==> src/rtl/core/plt_pkg.sv <==
`default_nettype none

package plt_pkg;

   localparam int DEPTH     = 64;
   localparam int IDX_W     = 6;
   localparam int KEY_W     = 32;
   localparam int PAY_W     = 64;
   localparam int STAT_W    = 3;
   localparam int CNT_OUT_W = 7;
   localparam int CNT_W     = $clog2(DEPTH + 1);
   localparam int POS_W     = $clog2(DEPTH);
   // wide enough for any position, count or index compare
   localparam int WIDE_W    = CNT_W + IDX_W;

   typedef logic [WIDE_W-1:0] wide_type;
   typedef logic [CNT_W-1:0]  cnt_type;
   typedef logic [POS_W-1:0]  pos_type;

   localparam logic [1:0] OP_INSERT = 2'd0;
   localparam logic [1:0] OP_DELETE = 2'd1;
   localparam logic [1:0] OP_SEARCH = 2'd2;
   localparam logic [1:0] OP_READ   = 2'd3;

   localparam logic [STAT_W-1:0] STAT_OK       = 3'd0;
   localparam logic [STAT_W-1:0] STAT_FULL     = 3'd1;
   localparam logic [STAT_W-1:0] STAT_EMPTY    = 3'd2;
   localparam logic [STAT_W-1:0] STAT_NOTFOUND = 3'd3;
   localparam logic [STAT_W-1:0] STAT_BADINDEX = 3'd4;

   // broadcast from the controller to every cell
   typedef struct packed {
      logic             ins_en;
      logic             del_en;
      logic             srch_en;
      logic             rd_en;
      logic [IDX_W-1:0] idx;
      logic [KEY_W-1:0] key;
      logic [PAY_W-1:0] payload;
      cnt_type          count;
   } plt_ctl_type;

   // lookup wave that walks the row one cell per cycle
   typedef struct packed {
      logic             valid;
      logic             hit;
      logic [IDX_W-1:0] pos;
      logic [KEY_W-1:0] key;
      logic [PAY_W-1:0] payload;
   } plt_pkt_type;

endpackage

`default_nettype wire

==> src/rtl/core/plt_cell.sv <==
`default_nettype none

module plt_cell (
   input  wire                           clock,
   input  wire                           reset,
   input  wire plt_pkg::pos_type         cell_pos,
   input  wire plt_pkg::plt_ctl_type     ctl,
   input  wire [plt_pkg::KEY_W-1:0]      prev_key,
   input  wire [plt_pkg::PAY_W-1:0]      prev_payload,
   input  wire [plt_pkg::KEY_W-1:0]      next_key,
   input  wire [plt_pkg::PAY_W-1:0]      next_payload,
   output logic [plt_pkg::KEY_W-1:0]     cell_key,
   output logic [plt_pkg::PAY_W-1:0]     cell_payload,
   input  wire plt_pkg::plt_pkt_type     pkt_in,
   output plt_pkg::plt_pkt_type          pkt_out
);

   logic [plt_pkg::KEY_W-1:0] key_ff;
   logic [plt_pkg::KEY_W-1:0] key_in;
   logic [plt_pkg::PAY_W-1:0] pay_ff;
   logic [plt_pkg::PAY_W-1:0] pay_in;
   plt_pkg::plt_pkt_type      pkt_ff;
   plt_pkg::plt_pkt_type      pkt_in_next;
   plt_pkg::wide_type         pos_wide;
   plt_pkg::wide_type         idx_wide;
   plt_pkg::wide_type         cnt_wide;
   logic                      hit_here;

   assign pos_wide = plt_pkg::wide_type'(cell_pos);
   assign idx_wide = plt_pkg::wide_type'(ctl.idx);
   assign cnt_wide = plt_pkg::wide_type'(ctl.count);

   always_comb begin
      key_in = key_ff;
      pay_in = pay_ff;
      if (ctl.ins_en && (pos_wide > idx_wide)) begin
         key_in = prev_key;
         pay_in = prev_payload;
      end else if (ctl.ins_en && (pos_wide == idx_wide)) begin
         key_in = ctl.key;
         pay_in = ctl.payload;
      end else if (ctl.del_en && (pos_wide >= idx_wide)) begin
         key_in = next_key;
         pay_in = next_payload;
      end
   end

   always_ff @(posedge clock) begin
      key_ff <= key_in;
      pay_ff <= pay_in;
   end

   assign hit_here = (ctl.srch_en && (key_ff == ctl.key) && (pos_wide < cnt_wide)) ||
                     (ctl.rd_en && (pos_wide == idx_wide));

   // first hit along the row wins, later cells pass it on
   always_comb begin
      pkt_in_next = pkt_in;
      if (!pkt_in.hit && hit_here) begin
         pkt_in_next.hit     = 1'b1;
         pkt_in_next.pos     = pos_wide[plt_pkg::IDX_W-1:0];
         pkt_in_next.key     = key_ff;
         pkt_in_next.payload = pay_ff;
      end
   end

   always_ff @(posedge clock) begin
      if (reset) begin
         pkt_ff.valid <= 1'b0;
      end else begin
         pkt_ff.valid <= pkt_in_next.valid;
      end
      pkt_ff.hit     <= pkt_in_next.hit;
      pkt_ff.pos     <= pkt_in_next.pos;
      pkt_ff.key     <= pkt_in_next.key;
      pkt_ff.payload <= pkt_in_next.payload;
   end

   assign cell_key     = key_ff;
   assign cell_payload = pay_ff;
   assign pkt_out      = pkt_ff;

endmodule

`default_nettype wire

==> config.mk <==
export PLATFORM = sky130hd
export DESIGN_NAME = plt_cell
export DESIGN_NICKNAME = d
export VERILOG_FILES = /design/src/rtl/core/plt_pkg.sv /design/src/rtl/core/plt_cell.sv
export SDC_FILE = /design/constraint.sdc
export NUM_CORES = 1
export LEC_CHECK = 0
export BUFFER_PORTS_ARGS = -buffer_cell sky130_fd_sc_hd__buf_2
export CORE_AREA = 3 3 239 241
export CTS_CLUSTER_DIAMETER = 100
export DETAILED_ROUTE_END_ITERATION = 10
export DIE_AREA = 0 0 242 244
export PLACE_DENSITY_LB_ADDON = 0.08
export SLEW_MARGIN = 30
export SYNTH_ARGS = -nofsm -noshare
export SYNTH_HDL_FRONTEND = slang
export SYNTH_SLANG_ARGS = --single-unit
==> constraint.sdc <==
create_clock -name clock -period 5 [get_ports clock]
set_clock_uncertainty 0.05 [all_clocks]
set_input_delay 0.75 -clock clock [delete_from_list [all_inputs] [get_ports clock]]
set_output_delay 0.75 -clock clock [all_outputs]
set_load 0.03 [all_outputs]
======== Word level (Yosys, flattened, before mapping) ========
Cells that the tools add are included.
operators by class
  add/sub/neg operators ................... 0
  multiply operators ...................... 0
  div/mod/pow operators ................... 0
  magnitude comparators ................... 3
  equal/unequal tests ..................... 2
  shift operators ......................... 0
  mux-type cells .......................... 7
  bitwise gates (word level) .............. 0
  reductions and logical operators ........ 10
operators with widths
  cell               count
  $mux 64            3
  $mux 102           1
  $mux 32            3
  $eq 32x32->1       1
  $logic_and 1x1->1  7
  $lt 6x7->1         1
  $eq 6x6->1         1
  $ge 6x6->1         1
  $gt 6x6->1         1
  $reduce_bool 3->1  1
  $logic_not 1->1    1
  $logic_or 1x1->1   1
storage, ports and cells
  bits in registers ....................... 200
  latch bits .............................. 0
  RAM bits ................................ 0
  bits in read-only memories .............. 0
  output and inout bits ................... 200
  logic and storage cells ................. 29
  memories ................................ 0

======== Depth between registers and ports, before layout ========
  depth after elaboration ................. 6
  mapped depth ............................ 10
  depth with buffers taken out ............ 7

======== Worst setup path after synthesis ========
No wires, ideal clock.
  path kind ............................... input-to-reg
  start ................................... input port ctl[106] (netlist bit)
  end ..................................... register key_ff, in the netlist cell_key[0] (enable)
  library setup time ...................... 0.463 ns
  data arrival time ....................... 3.637 ns
  slack ................................... 0.850 ns
  stages on the path ...................... 6
  path buffers ............................ 0
  cells stage by stage .................... inv_1 > ha_1 > a21o_1 > a21oi_1 > o221ai_1 > o22a_1
between the ends
  word-level cells in the longest chain between the ends .. 3
  elaborated cells on any way between the ends .. 7
  classes of those cells .................. order compare: 2; eq/ne: 1; reduce/logical: 4
RTL lines
  what                                      line                                            text
  from (decl)                               plt_cell.sv:7                                   input wire plt_pkg::plt_ctl_type ctl,
  $gt 6x6->1, or another cell as far along  plt_cell.sv:36                                  if (ctl.ins_en && (pos_wide > idx_wide)) begin
  $logic_and 1x1->1 (on tied branches)      plt_cell.sv:36, plt_cell.sv:39, plt_cell.sv:42
  $reduce_bool 3->1 (no line) *             --
  to (signal assigned)                      plt_cell.sv:49                                  key_ff <= key_in;
  to (decl)                                 plt_cell.sv:18                                  logic [plt_pkg::KEY_W-1:0] key_ff;
Every way passes the cells marked *; elsewhere a longest branch is shown, timed or not.
A chain may end at the register's enable or synchronous reset.

==> results.sh <==
export IMPL_setup_tns_ns=0
export IMPL_status="completed"
export IMPL_post_route_min_period_ns=3.23
export IMPL_io_pins=617
export IMPL_antenna_found_initial=20
export IMPL_finalWeightedCongestion=0.844
export IMPL_synthCells=1227
export IMPL_viasPerCell=4.86
export IMPL_whs_path_depth=2
export IMPL_cts_setup_buffers=0
export IMPL_synth_distinct_cells=34
export IMPL_hp_class="input pin to flop"
export IMPL_met3_usage=0.0565
export IMPL_h_tree_depth=4
export IMPL_slew_headroom=0.406
export IMPL_crit_fanout=60
export IMPL_synth_most_common_cell="nand2_1"
export IMPL_track_usage=0.191
export IMPL_vias=12200
export IMPL_async_flop_share=0
export IMPL_postSynthAreaPerCell_um2=9.76
export IMPL_grt_max_degree=128
export IMPL_grt_pass1_wl_mm=84.4
export IMPL_whs_ns=0.342
export IMPL_p_total_mw=4.95
export IMPL_start_util=0.217
export IMPL_ff2ff_path_depth=6
export IMPL_synth_nets=1655
export IMPL_rsz0062_at_grt="no"
export IMPL_cp_end_kind="flop"
export IMPL_grt_pass1_vias=12300
export IMPL_cp_required_ns=5.35
export IMPL_critical_path_max_stage_delay_ns=0.56
export IMPL_worstPathCellList="buf_2 > ha_1 > a21o_1 > a21oi_1 > o2111ai_4 > or2_4 > buf_4 > o311ai_1"
export IMPL_grt_overflow=0
export IMPL_synth_seq_cells=200
export IMPL_syn2layout_area_growth_pct=36.5
export IMPL_reg2reg_from="cell_key[1]"
export IMPL_met2_usage=0.330
export IMPL_drive_gt1_frac=0.384
export IMPL_use_met1=0.229
export IMPL_dp_hpwl_mm=42.7
export IMPL_critPathLaunchType="input pin"
export IMPL_worstMarginPinSlew_ns=0.891
export IMPL_first_pass_iters=5
export IMPL_crit_arrival_ns=3.57
export IMPL_min_to="pkt_out[103]"
export IMPL_place_inst=2475
export IMPL_routedWlPerCell_um=23.0
export IMPL_ys_warn_count=0
export IMPL_fin_crit_sh=0.645
export IMPL_synth_area_top_cells="edfxtp_1 (24%), mux2_1 (18%), dfxtp_1 (17%)"
export IMPL_critical_path_slowest_cell="or2_4"
export IMPL_drt_wl_total_mm=57.8
export IMPL_port_buffers=616
export IMPL_syn_cell_area_mm2=0.0120
export IMPL_pwr_density_cell_mw_per_mm2=303
export IMPL_placementRows=86
export IMPL_utilization=0.297
export IMPL_core_area_mm2=0.0551
export IMPL_worst_hold_startpoint="reset"
export IMPL_clk_path_buf_depth=2
export IMPL_clkLatencyLatePin_ns=0.51
export IMPL_cts_sinks=200
export IMPL_fin_cells=2517
export IMPL_finalHoldViolations=0
export IMPL_setup_viol=0
export IMPL_yosys_area_top_type="edfxtp_1"
export IMPL_ant_nets=0
export IMPL_cts_resized_gates=0
export IMPL_cts_hold_buf=0
export IMPL_ys_seq_area_frac=0.415
export IMPL_final_net_count=2174
export IMPL_cts_root_buf="clkbuf_16"
export IMPL_critPathKind="input pin to flop"
export IMPL_die_h_um=244
export IMPL_p_leak_nw=6.58
export IMPL_cts_tree="done"
export IMPL_ir_worst_vdd_v=0.000270
export IMPL_slew_viol_final=0
export IMPL_grt_busiest_layer="met2"
export IMPL_synth_ff_type="dfxtp_1"
export IMPL_cts_buffers=17
export IMPL_synth_edf_count=96
export IMPL_dieArea_mm2=0.0590
export IMPL_fp_dieW_um=242
export IMPL_drt_initial_drc_count=745
export IMPL_netlist_area_leader_share=0.241
export IMPL_r2r_end="pkt_out[69]"
export IMPL_drc=0
export IMPL_synth_common_cells="nand2_1 (205), mux2_1 (192), dfxtp_1 (104), o211ai_1 (103)"
export IMPL_fmax_mhz=310
export IMPL_rrSetupSlack_ns=1.78
export IMPL_drv_cap=0
export IMPL_clk_pin_slew_ns=0.07
[state kept, by name, summed over array words and instances (netlist names)]
signal	flops
cell_key	32
cell_payload	64
pkt_out	104
[placed cells by master (no fill, tap or decap), types with 2 or more instances in the layout]
cell type  count
inv_1         15
clkbuf_8       3
bufinv_16      4
nor4_1         4
buf_2        615
diode_2       10
buf_6          2
buf_4         11
nor4_2         3
buf_12         5
edfxtp_1      96
o21ai_0      102
a31oi_1      102
o311ai_1     102
a21o_1         2
clkinv_2       3
o211ai_1     103
dfxtp_1      104
nand4_1        2
o2111ai_4      2
clkinv_4       3
mux2_1       192
xor2_1        31
ha_1          11
clkbuf_16     17
nand2_1      205
a21oi_1        3
[area by class of cell]
class / count / area [µm²]
timing repair buffer: 633 / 3280
clock buffer: 20 / 467
tap: 748 / 936
sequential: 200 / 4960
antenna: 10 / 25.0
fill: 5939 / 38700
multi-input combinational: 878 / 6430
inverter: 16 / 65.1
clock inverter: 12 / 173
[metal layers]
layer  routed length (µm)  vias to the layer above
met5                  149                        -
met4                 1000                       22
met3                 3730                       65
met2                29200                      407
met1                23700                     5955
li1                     -                     5791
[per-stage QoR]
step	setup WS [ns]	cell area (µm²)
6_report	1.77	16300
5_1_grt	1.59	16300
2_1_floorplan	0.850	12000
3_3_place_gp	1.24	15700
3_5_place_dp	1.27	15700
4_1_cts	1.82	16300
[logic make-up (layout without fill, tap and decap cells)]
| kind of cell | Yosys count | in the layout | share of synthesized area |
|---|---|---|---|
| compound gates | 420 | 420 | 0.242 |
| simple gates | 223 | 223 | 0.0739 |
| buf+inv | 149 | 681 | 0.0542 |
| flops | 200 | 200 | 0.415 |
| xor+xnor | 32 | 32 | 0.0234 |
| mux | 192 | 192 | 0.181 |
| fa+ha+maj | 11 | 11 | 0.0115 |
| other cells | 0 | 10 | 0 |
[worst max-delay path: cells and delay by family]
kind / cells / cell delay (ns)
AND/OR/NAND/NOR: 1 / 0.56
buffers and inverters: 2 / 0.60
adder cells (fa/ha/maj): 1 / 0.31
AO/OA/AOI/OAI: 4 / 1.25
[where the power goes]
| part | switching [mW] | internal (mW) |
|---|---|---|
| logic | 0.851 | 0.445 |
| clock network | 0.722 | 0.875 |
| registers | 0.129 | 1.93 |
| total | 1.70 | 3.25 |
[worst max path at each step]
stage,startpoint,endpoint,slack [ns],depth (start not counted)
2_1_floorplan,ctl[106],cell_key[0],0.85,6
3_3_place_gp,ctl[72],pkt_out[57],1.24,7
3_5_place_dp,cell_pos[4],pkt_out[65],1.27,8
4_1_cts,cell_pos[4],pkt_out[65],1.82,8
5_1_grt,cell_pos[4],pkt_out[69],1.59,8
6_report,cell_pos[4],pkt_out[69],1.77,8
(Power assumes the default switching activity.)
